`src/hdl/anc_pkg.sv`:
```
// Shared widths, limits, result codes and stage types for the asset name classifier.
`timescale 1ns / 1ps
package anc_pkg;

  localparam int unsigned CHAR_W = 8;
  localparam int unsigned KIND_W = 4;
  localparam int unsigned CNT_W  = 7;

  localparam logic [CNT_W-1:0] TEST_MAX_LENGTH = 7'd121;
  localparam logic [CNT_W-1:0] MAIN_MAX_LENGTH = 7'd32;
  localparam logic [CNT_W-1:0] CNT_MAX         = 7'd127;

  localparam logic [KIND_W-1:0] KIND_INVALID    = 4'd0;
  localparam logic [KIND_W-1:0] KIND_ROOT       = 4'd1;
  localparam logic [KIND_W-1:0] KIND_SUB        = 4'd2;
  localparam logic [KIND_W-1:0] KIND_UNIQUE     = 4'd3;
  localparam logic [KIND_W-1:0] KIND_OWNER      = 4'd4;
  localparam logic [KIND_W-1:0] KIND_QUALIFIER  = 4'd5;
  localparam logic [KIND_W-1:0] KIND_SUBQUAL    = 4'd6;
  localparam logic [KIND_W-1:0] KIND_RESTRICTED = 4'd7;
  localparam logic [KIND_W-1:0] KIND_DEPIN      = 4'd8;

  // One character moving from the input register into the tracker.
  typedef struct packed {
    logic              go;
    logic [CHAR_W-1:0] character;
    logic              last_char;
  } anc_step_t;

endpackage

```
`src/hdl/anc_if.sv`:
```
// Handshake channel interfaces: character input, class result and configuration write.
`timescale 1ns / 1ps
interface anc_char_if;
  logic                        valid;
  logic                        ready;
  logic [anc_pkg::CHAR_W-1:0]  character;
  logic                        last_char;
  modport source (output valid, output character, output last_char, input ready);
  modport sink (input valid, input character, input last_char, output ready);
endinterface

interface anc_kind_if;
  logic                        valid;
  logic                        ready;
  logic [anc_pkg::KIND_W-1:0]  name_kind;
  modport source (output valid, output name_kind, input ready);
  modport sink (input valid, input name_kind, output ready);
endinterface

interface anc_cfg_if;
  logic valid;
  logic ready;
  logic test_network;
  modport source (output valid, output test_network, input ready);
  modport sink (input valid, input test_network, output ready);
endinterface

```
`src/hdl/anc_tracker.sv`:
```
// Per-name rule tracker: segment flags and counters updated per character, class decode.
`timescale 1ns / 1ps
module anc_tracker (
  input  logic                       clk_i,
  input  logic                       rst_ni,
  input  anc_pkg::anc_step_t         step_i,
  input  logic                       test_i,
  output logic [anc_pkg::KIND_W-1:0] kind_o
);

  localparam logic [7:0] CH_HASH   = 8'h23;
  localparam logic [7:0] CH_DOLLAR = 8'h24;
  localparam logic [7:0] CH_AMP    = 8'h26;
  localparam logic [7:0] CH_SLASH  = 8'h2F;
  localparam logic [7:0] CH_BANG   = 8'h21;
  localparam logic [7:0] CH_DOT    = 8'h2E;
  localparam logic [7:0] CH_UNDER  = 8'h5F;

  typedef struct packed {
    logic [anc_pkg::CNT_W-1:0] cnt;
    logic [anc_pkg::CNT_W-1:0] seg_len;
    logic       nb0;      // segment head is not a body character
    logic       nbr;      // some later segment character is not a body character
    logic       h0;       // segment head is a hash
    logic       lead;     // segment head is punctuation
    logic       p1;       // second segment character is punctuation
    logic       dbl;      // doubled punctuation in segment
    logic       lpun;     // last segment character is punctuation
    logic       m0s;
    logic       m0l;
    logic       m1s;
    logic       m1l;
    logic       p_ok;     // closed path segments all valid
    logic       d_ok;     // closed depin segments all valid
    logic       q_first;  // qualifier head segment valid
    logic [1:0] slash_cnt;
    logic       hash_seen;
    logic       u_base;
    logic       u_tag;
    logic       u_tail;
    logic       f_hash;
    logic       f_dollar;
    logic       f_amp;
  } trk_t;

  localparam trk_t TRK_INIT = '{
    cnt: '0, seg_len: '0, nb0: 1'b0, nbr: 1'b0, h0: 1'b0, lead: 1'b0, p1: 1'b0,
    dbl: 1'b0, lpun: 1'b0, m0s: 1'b1, m0l: 1'b1, m1s: 1'b1, m1l: 1'b1,
    p_ok: 1'b1, d_ok: 1'b1, q_first: 1'b0, slash_cnt: 2'd0, hash_seen: 1'b0,
    u_base: 1'b0, u_tag: 1'b1, u_tail: 1'b0, f_hash: 1'b0, f_dollar: 1'b0,
    f_amp: 1'b0
  };

  trk_t trk_q, trk_d;

  function automatic logic is_punct(logic [7:0] c);
    return (c == CH_DOT) || (c == CH_UNDER);
  endfunction

  function automatic logic is_body(logic [7:0] c);
    return (c >= 8'h41 && c <= 8'h5A) || (c >= 8'h30 && c <= 8'h39) || is_punct(c);
  endfunction

  function automatic logic is_tag(logic [7:0] c);
    logic r;
    r = (c >= 8'h41 && c <= 8'h5A) || (c >= 8'h61 && c <= 8'h7A) ||
        (c >= 8'h30 && c <= 8'h39);
    case (c)
      8'h2D, 8'h40, 8'h24, 8'h25, 8'h26, 8'h2A, 8'h28, 8'h29,
      8'h5B, 8'h5D, 8'h7B, 8'h7D, 8'h5F, 8'h2E, 8'h3F, 8'h3A: r = 1'b1;
      default: ;
    endcase
    return r;
  endfunction

  // Short reserved word, three letters.
  function automatic logic [7:0] word_s(logic [anc_pkg::CNT_W-1:0] i);
    logic [7:0] r;
    case (i)
      7'd0:    r = 8'h58;
      7'd1:    r = 8'h4E;
      7'd2:    r = 8'h41;
      default: r = 8'h00;
    endcase
    return r;
  endfunction

  // Long reserved word; its first six letters form the middle reserved word.
  function automatic logic [7:0] word_l(logic [anc_pkg::CNT_W-1:0] i);
    logic [7:0] r;
    case (i)
      7'd0:    r = 8'h4E;
      7'd1:    r = 8'h45;
      7'd2:    r = 8'h55;
      7'd3:    r = 8'h52;
      7'd4:    r = 8'h41;
      7'd5:    r = 8'h49;
      7'd6:    r = 8'h43;
      7'd7:    r = 8'h4F;
      7'd8:    r = 8'h49;
      7'd9:    r = 8'h4E;
      default: r = 8'h00;
    endcase
    return r;
  endfunction

  function automatic logic res0(trk_t st);
    return (st.m0s && st.seg_len == 7'd3) ||
           (st.m0l && (st.seg_len == 7'd6 || st.seg_len == 7'd10));
  endfunction

  function automatic logic res1(trk_t st);
    return (st.m1s && st.seg_len == 7'd4) ||
           (st.m1l && (st.seg_len == 7'd7 || st.seg_len == 7'd11));
  endfunction

  function automatic logic seg_clean(trk_t st);
    return (st.seg_len != 7'd0) && !st.nb0 && !st.nbr && !st.dbl && !st.lead && !st.lpun;
  endfunction

  function automatic logic path_final(trk_t st);
    return st.p_ok && seg_clean(st) &&
           ((st.slash_cnt != 2'd0) || (st.seg_len >= 7'd3 && !res0(st)));
  endfunction

  function automatic logic qual_seg(trk_t st);
    return (st.seg_len >= 7'd4) && st.h0 && !st.nbr && !st.dbl && !st.p1 && !st.lpun &&
           !res1(st);
  endfunction

  function automatic logic qual_final(trk_t st);
    logic r;
    r = 1'b0;
    if (st.slash_cnt == 2'd0) begin
      r = qual_seg(st);
    end else if (st.slash_cnt == 2'd1) begin
      r = st.q_first && (st.seg_len >= 7'd2) && st.h0 && !st.nbr && !st.dbl && !st.lpun;
    end
    return r;
  endfunction

  function automatic logic restr_final(trk_t st);
    return (st.slash_cnt == 2'd0) && (st.cnt >= 7'd4) && !st.nbr && !st.dbl && !st.lpun;
  endfunction

  function automatic logic depin_final(trk_t st);
    logic r;
    if (st.slash_cnt == 2'd0) begin
      r = (st.seg_len >= 7'd4) && !st.nbr;
    end else begin
      r = st.d_ok && (st.seg_len >= 7'd3) && !st.nbr && !st.nb0;
    end
    return r;
  endfunction

  function automatic trk_t step(trk_t st, logic [7:0] c);
    trk_t                      ns;
    logic                      pu;
    logic                      bd;
    logic [anc_pkg::CNT_W-1:0] i;
    ns = st;
    pu = is_punct(c);
    bd = is_body(c);
    i  = st.seg_len;
    if (st.cnt == 7'd0) begin
      ns.f_hash   = (c == CH_HASH);
      ns.f_dollar = (c == CH_DOLLAR);
      ns.f_amp    = (c == CH_AMP);
    end
    if (st.cnt != anc_pkg::CNT_MAX) begin
      ns.cnt = st.cnt + 7'd1;
    end
    // The text before the first hash must be a full path name.
    if (c == CH_HASH && !st.hash_seen) begin
      ns.hash_seen = 1'b1;
      ns.u_base    = path_final(st);
    end else if (st.hash_seen) begin
      ns.u_tail = 1'b1;
      ns.u_tag  = st.u_tag && is_tag(c);
    end
    if (c == CH_SLASH) begin
      // Close the segment and open a new one.
      ns.p_ok = st.p_ok && seg_clean(st) &&
                ((st.slash_cnt != 2'd0) || (i >= 7'd3 && !res0(st)));
      ns.d_ok = st.d_ok && (i >= 7'd3) && !st.nbr && ((st.slash_cnt == 2'd0) || !st.nb0);
      if (st.slash_cnt == 2'd0) begin
        ns.q_first = qual_seg(st);
      end
      if (st.slash_cnt != 2'd3) begin
        ns.slash_cnt = st.slash_cnt + 2'd1;
      end
      ns.seg_len = '0;
      ns.nb0     = 1'b0;
      ns.nbr     = 1'b0;
      ns.h0      = 1'b0;
      ns.lead    = 1'b0;
      ns.p1      = 1'b0;
      ns.dbl     = 1'b0;
      ns.lpun    = 1'b0;
      ns.m0s     = 1'b1;
      ns.m0l     = 1'b1;
      ns.m1s     = 1'b1;
      ns.m1l     = 1'b1;
    end else begin
      if (i == 7'd0) begin
        ns.nb0  = !bd;
        ns.h0   = (c == CH_HASH);
        ns.lead = pu;
      end else begin
        ns.nbr = st.nbr || !bd;
      end
      if (i == 7'd1) begin
        ns.p1 = pu;
      end
      ns.dbl  = st.dbl || (pu && st.lpun);
      ns.lpun = pu;
      if (i < 7'd3) begin
        ns.m0s = st.m0s && (c == word_s(i));
      end
      if (i < 7'd10) begin
        ns.m0l = st.m0l && (c == word_l(i));
      end
      if (i >= 7'd1 && i <= 7'd3) begin
        ns.m1s = st.m1s && (c == word_s(i - 7'd1));
      end
      if (i >= 7'd1 && i <= 7'd10) begin
        ns.m1l = st.m1l && (c == word_l(i - 7'd1));
      end
      if (i != anc_pkg::CNT_MAX) begin
        ns.seg_len = i + 7'd1;
      end
    end
    return ns;
  endfunction

  logic [anc_pkg::CNT_W-1:0] full_len;

  always_comb begin
    trk_d    = step(trk_q, step_i.character);
    full_len = test_i ? anc_pkg::TEST_MAX_LENGTH : anc_pkg::MAIN_MAX_LENGTH;
    kind_o   = anc_pkg::KIND_INVALID;
    if (trk_d.cnt > full_len) begin
      kind_o = anc_pkg::KIND_INVALID;
    end else if (step_i.character == CH_BANG) begin
      // Owner: judge the base from the state before the closing mark.
      if (path_final(trk_q) || (trk_q.f_amp && test_i && depin_final(trk_q))) begin
        kind_o = anc_pkg::KIND_OWNER;
      end
    end else if (trk_d.f_hash) begin
      if (qual_final(trk_d)) begin
        kind_o = (trk_d.slash_cnt != 2'd0) ? anc_pkg::KIND_SUBQUAL : anc_pkg::KIND_QUALIFIER;
      end
    end else if (trk_d.f_dollar) begin
      if (restr_final(trk_d)) begin
        kind_o = anc_pkg::KIND_RESTRICTED;
      end
    end else if (trk_d.f_amp) begin
      if (test_i && depin_final(trk_d)) begin
        kind_o = anc_pkg::KIND_DEPIN;
      end
    end else if (trk_d.hash_seen) begin
      if (trk_d.u_base && trk_d.u_tag && trk_d.u_tail) begin
        kind_o = anc_pkg::KIND_UNIQUE;
      end
    end else if (trk_d.cnt > full_len - 7'd1) begin
      kind_o = anc_pkg::KIND_INVALID;
    end else if (path_final(trk_d)) begin
      kind_o = (trk_d.slash_cnt != 2'd0) ? anc_pkg::KIND_SUB : anc_pkg::KIND_ROOT;
    end
  end

  always_ff @(posedge clk_i or negedge rst_ni) begin
    if (!rst_ni) begin
      trk_q <= TRK_INIT;
    end else if (step_i.go) begin
      // Start fresh after the closing character.
      trk_q <= step_i.last_char ? TRK_INIT : trk_d;
    end
  end

endmodule

```
`src/hdl/asset_name_classifier_core.sv`:
```
// Asset name classifier top level: input register, rule tracker, result register, config.
//
//  channel  | dir | payload            | transaction
//  char_i   | in  | character, last   | one name character
//  kind_o   | out | name_kind          | one class code per name
//  cfg_i    | in  | test_network       | select network limits
//
// One character per cycle if not stalled: input register, then tracker, result register.
// A name's class is registered once its last character leaves the input register.
// Reset clears the tracker, both valid flags and test_network.
// A stalled result holds only the register carrying a name's last character;
// other characters keep flowing.
`timescale 1ns / 1ps
module asset_name_classifier_core (
  input  logic      clk_i,
  input  logic      rst_ni,
  anc_char_if.sink  char_i,
  anc_kind_if.source kind_o,
  anc_cfg_if.sink   cfg_i
);

  logic                        in_valid_q;
  logic [anc_pkg::CHAR_W-1:0]  in_char_q;
  logic                        in_last_q;
  logic                        out_valid_q;
  logic [anc_pkg::KIND_W-1:0]  out_kind_q;
  logic                        test_q;
  logic                        out_free;
  anc_pkg::anc_step_t          step;
  logic [anc_pkg::KIND_W-1:0]  kind;

  assign out_free       = !out_valid_q || kind_o.ready;
  assign step.go        = in_valid_q && (!in_last_q || out_free);
  assign step.character = in_char_q;
  assign step.last_char = in_last_q;
  assign char_i.ready   = !in_valid_q || step.go;
  assign cfg_i.ready    = 1'b1;
  assign kind_o.valid   = out_valid_q;
  assign kind_o.name_kind = out_kind_q;

  anc_tracker u_tracker (
    .clk_i  (clk_i),
    .rst_ni (rst_ni),
    .step_i (step),
    .test_i (test_q),
    .kind_o (kind)
  );

  always_ff @(posedge clk_i or negedge rst_ni) begin
    if (!rst_ni) begin
      in_valid_q  <= 1'b0;
      out_valid_q <= 1'b0;
      test_q      <= 1'b0;
    end else begin
      if (char_i.valid && char_i.ready) begin
        in_valid_q <= 1'b1;
      end else if (step.go) begin
        in_valid_q <= 1'b0;
      end
      if (step.go && in_last_q) begin
        out_valid_q <= 1'b1;
      end else if (kind_o.ready) begin
        out_valid_q <= 1'b0;
      end
      if (cfg_i.valid) begin
        test_q <= cfg_i.test_network;
      end
    end
  end

  always_ff @(posedge clk_i) begin
    if (char_i.valid && char_i.ready) begin
      in_char_q <= char_i.character;
      in_last_q <= char_i.last_char;
    end
    if (step.go && in_last_q) begin
      out_kind_q <= kind;
    end
  end

endmodule

```
`src/flat_wrapper.sv`:
```
// flat-port wrapper written by rule: the top's interface ports become plain ports
module asset_name_classifier_core_flat 
  (clk_i, rst_ni, char_i_valid, char_i_character, char_i_last_char, char_i_ready, kind_o_valid, kind_o_name_kind, kind_o_ready, cfg_i_valid, cfg_i_test_network, cfg_i_ready);
  anc_char_if char_i_i ();
  anc_kind_if kind_o_i ();
  anc_cfg_if cfg_i_i ();
  input  logic clk_i;
  input  logic rst_ni;
  input wire logic [$bits(char_i_i.valid)-1:0] char_i_valid;
  input wire logic [$bits(char_i_i.character)-1:0] char_i_character;
  input wire logic [$bits(char_i_i.last_char)-1:0] char_i_last_char;
  output wire logic [$bits(char_i_i.ready)-1:0] char_i_ready;
  output wire logic [$bits(kind_o_i.valid)-1:0] kind_o_valid;
  output wire logic [$bits(kind_o_i.name_kind)-1:0] kind_o_name_kind;
  input wire logic [$bits(kind_o_i.ready)-1:0] kind_o_ready;
  input wire logic [$bits(cfg_i_i.valid)-1:0] cfg_i_valid;
  input wire logic [$bits(cfg_i_i.test_network)-1:0] cfg_i_test_network;
  output wire logic [$bits(cfg_i_i.ready)-1:0] cfg_i_ready;
  assign char_i_i.valid = char_i_valid;
  assign char_i_i.character = char_i_character;
  assign char_i_i.last_char = char_i_last_char;
  assign char_i_ready = char_i_i.ready;
  assign kind_o_valid = kind_o_i.valid;
  assign kind_o_name_kind = kind_o_i.name_kind;
  assign kind_o_i.ready = kind_o_ready;
  assign cfg_i_i.valid = cfg_i_valid;
  assign cfg_i_i.test_network = cfg_i_test_network;
  assign cfg_i_ready = cfg_i_i.ready;
  asset_name_classifier_core u_core (.clk_i(clk_i), .rst_ni(rst_ni), .char_i(char_i_i), .kind_o(kind_o_i), .cfg_i(cfg_i_i));
endmodule
```
`config.mk`:
```
export PLATFORM = sky130hd
export DESIGN_NAME = asset_name_classifier_core_flat
export DESIGN_NICKNAME = d
export VERILOG_FILES = /design/src/hdl/anc_pkg.sv /design/src/hdl/anc_if.sv /design/src/hdl/anc_tracker.sv /design/src/hdl/asset_name_classifier_core.sv /design/src/flat_wrapper.sv
export SDC_FILE = /design/constraint.sdc
export NUM_CORES = 1
export LEC_CHECK = 0
export ABC_AREA = 0
export BUFFER_PORTS_ARGS = -buffer_cell sky130_fd_sc_hd__buf_2
export CAP_MARGIN = 5
export CORE_MARGIN = 5
export CORE_UTILIZATION = 60
export DETAILED_ROUTE_END_ITERATION = 12
export PLACE_DENSITY = 0.78
export SLEW_MARGIN = 20
export SYNTH_ARGS = -nofsm -noshare
export SYNTH_HDL_FRONTEND = slang
export SYNTH_SLANG_ARGS = --single-unit
```
`constraint.sdc`:
```
create_clock -name clk_i -period 9.51 [get_ports clk_i]
set_clock_uncertainty 0.1 [all_clocks]
set_input_delay 1.902 -clock clk_i [delete_from_list [all_inputs] [get_ports clk_i]]
set_output_delay 1.902 -clock clk_i [all_outputs]
set_load 0.03 [all_outputs]
```
==> results.json <==
{
  "routed_wire_length_per_instance_um": 18.8,
  "timing.critical_path.arrival_ps": 2450,
  "dpl_cell_area_mm2": 0.00455,
  "synth_compound_area_share_pct": 27.2,
  "synth-main-ff-cell": "sky130_fd_sc_hd__dfrtp_1",
  "synth_enable_flop_cells": 13,
  "min_path_type": "flop to flop",
  "max-cap-violations": 0,
  "cp-startpoint": "kind_o_ready",
  "post_synth_inst_count": 567,
  "first_global_vias": 4035,
  "htree_num_levels": 2,
  "syn_nets": 597,
  "reg2regPathDepth": 10,
  "synthXorXnorAreaFrac_pct": 2.54,
  "synth.mux.area_fraction_pct": 2.15,
  "synth_top_cell_area_share_pct": 18.4,
  "post-synth-top-area-cell": "sky130_fd_sc_hd__dfrtp_1",
  "globalRoute.totalOverflow": 0,
  "fin_total_pwr_w": 0.000740,
  "critical_path.endpoint": "char_i_ready",
  "timing.max_slew.rel_slack_pct": 32.4,
  "clk_latency_ps": 320,
  "die_x_um": 96.4,
  "finish.cell_count_without_fillers": 654,
  "globalplace.congestion": 0.992,
  "cts_hold_buffers": 0,
  "grt_first_pass_wirelength_mm": 20.4,
  "post_synth_main_area_contributors": "sky130_fd_sc_hd__dfrtp_1 18%, sky130_fd_sc_hd__edfxtp_1 8.7%, sky130_fd_sc_hd__nand2_1 5.2%, sky130_fd_sc_hd__a21oi_1 4.7%, sky130_fd_sc_hd__ha_1 4.2%",
  "drtPass1Iterations": 5,
  "netlist-cell-type-count": 76,
  "crit_required_ps": 7510,
  "num_io_pins": 22,
  "grt_max_degree": 41,
  "synth_sequential_area_ratio_pct": 31.3,
  "yosysWarnings": 0,
  "async_s_r_ff_share_synth_pct": 75.5,
  "die-area_mm2": 0.00929,
  "dominant_combinational_cell_family_by_area_after_synthesis": "simple AND/OR/NAND/NOR gates",
  "setup_violations": 0,
  "detailedRoute.firstIterationViolations": 396,
  "crit_path_start_kind": "input port",
  "finalMaxSlewViolations": 0,
  "rsz0062_at_grt": "false",
  "grt_antenna_before_repair": 0,
  "antenna_cells_inserted": 0,
  "worstMarginPinSlew_ps": 1010,
  "cts_root_buf": "sky130_fd_sc_hd__clkbuf_8",
  "synth_simple_gate_area_share_pct": 27.3,
  "max_freq_ghz": 0.224,
  "ys_top_cells_by_count": "62 x sky130_fd_sc_hd__nand2_1, 47 x sky130_fd_sc_hd__nor2_1, 42 x sky130_fd_sc_hd__a21oi_1, 33 x sky130_fd_sc_hd__dfrtp_1, 32 x sky130_fd_sc_hd__o21ai_0",
  "placement.io_buffers": 20,
  "power_density_mw_per_mm2": 159,
  "dp_cells": 646,
  "yosys.cell_count.top_type": "sky130_fd_sc_hd__nand2_1",
  "globalRouteTotalUtil_pct": 27.9,
  "finalHoldViolations": 0,
  "fp.dieH_um": 96.4,
  "num_rows": 31,
  "placeableCoreArea_mm2": 0.00725,
  "r2r_slack_ps": 5440,
  "syn-mean-instance-area_um2": 7.90,
  "worstSetupPathType": "input port to output port",
  "power.static_leakage_nw": 1.91,
  "final_design_instance_area_without_fill_mm2": 0.00466,
  "vias_post_dr": 4431,
  "fin_crit_ps": 4450,
  "critical_path_fanouts_max": 3,
  "drc_errors": 0,
  "critical_path.reg2reg.startpoint": "u_core.u_tracker.trk_q[23]$_DFFE_PN0P_",
  "final_antenna_net_count": 0,
  "clk_pin_slew_worst_paths_ps": 90,
  "critical_path.endpoint_type": "output port",
  "status": "completed",
  "dpl_hpwl_mm": 8.80,
  "cts_tree": "done",
  "fin_util_pct": 64.2,
  "area_growth_syn_to_layout_pct": 4.05,
  "clock_path_buffers": 2,
  "power.ir.vdd_worst_uv": 111,
  "hold_start": "u_core.u_tracker.trk_q[2]$_DFFE_PN0P_",
  "finish.net_count": 584,
  "fin_tns_setup_ps": 0,
  "cts_buffers": 5,
  "final_layout_size_suffix_gt1_share_pct": 9.19,
  "mappedNetlistArea_mm2": 0.00448,
  "cts.repair.resized": 0,
  "adder_cell_share_of_the_synthesized_area_pct": 4.19,
  "synth_seq_cells": 53,
  "postRouteWirelength_mm": 12.3,
  "cts.sinks": 53,
  "fin_crit_sh_pct": 46.8,
  "routed_via_density": 6.78,
  "cts_setup_buffers": 0,
  "critical_r2r_capture": "u_core.kind_o.name_kind[0]$_SDFFCE_PP0P_",
  "effective_utilization_at_floorplan_pct": 61.7
}
-- where the power goes --
group / switching (W) / leakage [nW] / internal, W
clock network: 0.0000802 / 0.0554 / 0.0000793
logic: 0.000181 / 1.21 / 0.000114
registers: 0.0000324 / 0.648 / 0.000252
-- placed cells by master (no fill, tap or decap), types with 5 or more instances in the layout --
master | Yosys | final
sky130_fd_sc_hd__nand2_1 | 62 | 62
sky130_fd_sc_hd__nor2_1 | 47 | 47
sky130_fd_sc_hd__a21oi_1 | 42 | 42
sky130_fd_sc_hd__dfrtp_1 | 33 | 33
sky130_fd_sc_hd__o21ai_0 | 32 | 32
sky130_fd_sc_hd__nand3_1 | 27 | 27
sky130_fd_sc_hd__nor3_1 | 20 | 20
sky130_fd_sc_hd__buf_2 | 8 | 20
sky130_fd_sc_hd__a31oi_1 | 17 | 17
sky130_fd_sc_hd__inv_1 | 16 | 16
sky130_fd_sc_hd__ha_1 | 15 | 15
sky130_fd_sc_hd__nand4_1 | 14 | 14
sky130_fd_sc_hd__edfxtp_1 | 13 | 13
sky130_fd_sc_hd__xnor2_1 | 10 | 10
sky130_fd_sc_hd__a22o_1 | 10 | 10
sky130_fd_sc_hd__and2_1 | 9 | 9
sky130_fd_sc_hd__a21o_1 | 9 | 9
sky130_fd_sc_hd__nor2b_1 | 8 | 8
sky130_fd_sc_hd__nand2b_1 | 7 | 7
sky130_fd_sc_hd__o31ai_1 | 7 | 7
sky130_fd_sc_hd__dfstp_2 | 7 | 7
sky130_fd_sc_hd__and3_1 | 6 | 6
sky130_fd_sc_hd__o22ai_1 | 6 | 6
sky130_fd_sc_hd__o21ai_1 | 6 | 6
sky130_fd_sc_hd__and4_1 | 5 | 5
sky130_fd_sc_hd__nand4b_1 | 5 | 5
sky130_fd_sc_hd__a211o_1 | 5 | 5
sky130_fd_sc_hd__nor4_1 | 5 | 5
sky130_fd_sc_hd__clkbuf_8 | 0 | 5
-- how the worst min path moves through the flow --
stage	end	slack, ps	cells after the start
6_report	u_core.u_tracker.trk_q[2]$_DFFE_PN0P_	390	2
5_1_grt	u_core.u_tracker.trk_q[5]$_DFFE_PN0P_	410	2
4_1_cts	u_core.u_tracker.trk_q[5]$_DFFE_PN0P_	390	2
3_5_place_dp	u_core.u_tracker.trk_q[5]$_DFFE_PN0P_	370	2
3_3_place_gp	u_core.u_tracker.trk_q[5]$_DFFE_PN0P_	350	2
2_1_floorplan	u_core.u_tracker.trk_q[5]$_DFFE_PN0P_	340	2
-- state kept, by name, summed over array words and instances, names as in the netlist --
name	flops
u_core.in_last_q	1
u_core.in_valid_q	1
u_core.in_char_q	8
u_core.kind_o.name_kind	4
u_core.test_q	1
u_core.kind_o.valid	1
u_core.u_tracker.trk_q	37
-- layout make-up --
type | instances | area, um2
multi-input combinational | 455 | 2840
inverter | 16 | 60.1
tap | 99 | 124
sequential | 53 | 1400
timing repair buffer | 23 | 123
clock buffer | 6 | 72.6
clock inverter | 2 | 38.8
fill | 656 | 2590
-- critical path, cell delays in order --
cell	delay, ps
sky130_fd_sc_hd__buf_2	100
sky130_fd_sc_hd__inv_1	80
sky130_fd_sc_hd__nand4_1	140
sky130_fd_sc_hd__buf_2	240
-- kinds of logic after synthesis --
kind of cell	Yosys count
compound gates	179
xor+xnor	13
fa+ha+maj	15
buf+inv	59
flops	53
mux	9
other cells	1
simple gates	238
-- routing by layer --
layer | part of all wire (%) | global-route usage, % | vias up | routed length (um)
met5 | 0 | 0 | - | 0
met4 | 1.6 | 6.19 | 0 | 193
met3 | 6.2 | 3.02 | 28 | 761
met2 | 47 | 45.1 | 191 | 5750
met1 | 46 | 40.4 | 2126 | 5610
li1 | - | - | 2086 | -
-- stage by stage --
step | hold slack, ps | setup WS, ps
after global routing | 415 | 5020
after CTS | 392 | 5050
after global placement | 351 | 5090
final | 394 | 5060
after floorplan | 339 | 5200
after detailed placement | 372 | 5050
Note: power is estimated with default switching activity, not from simulation.
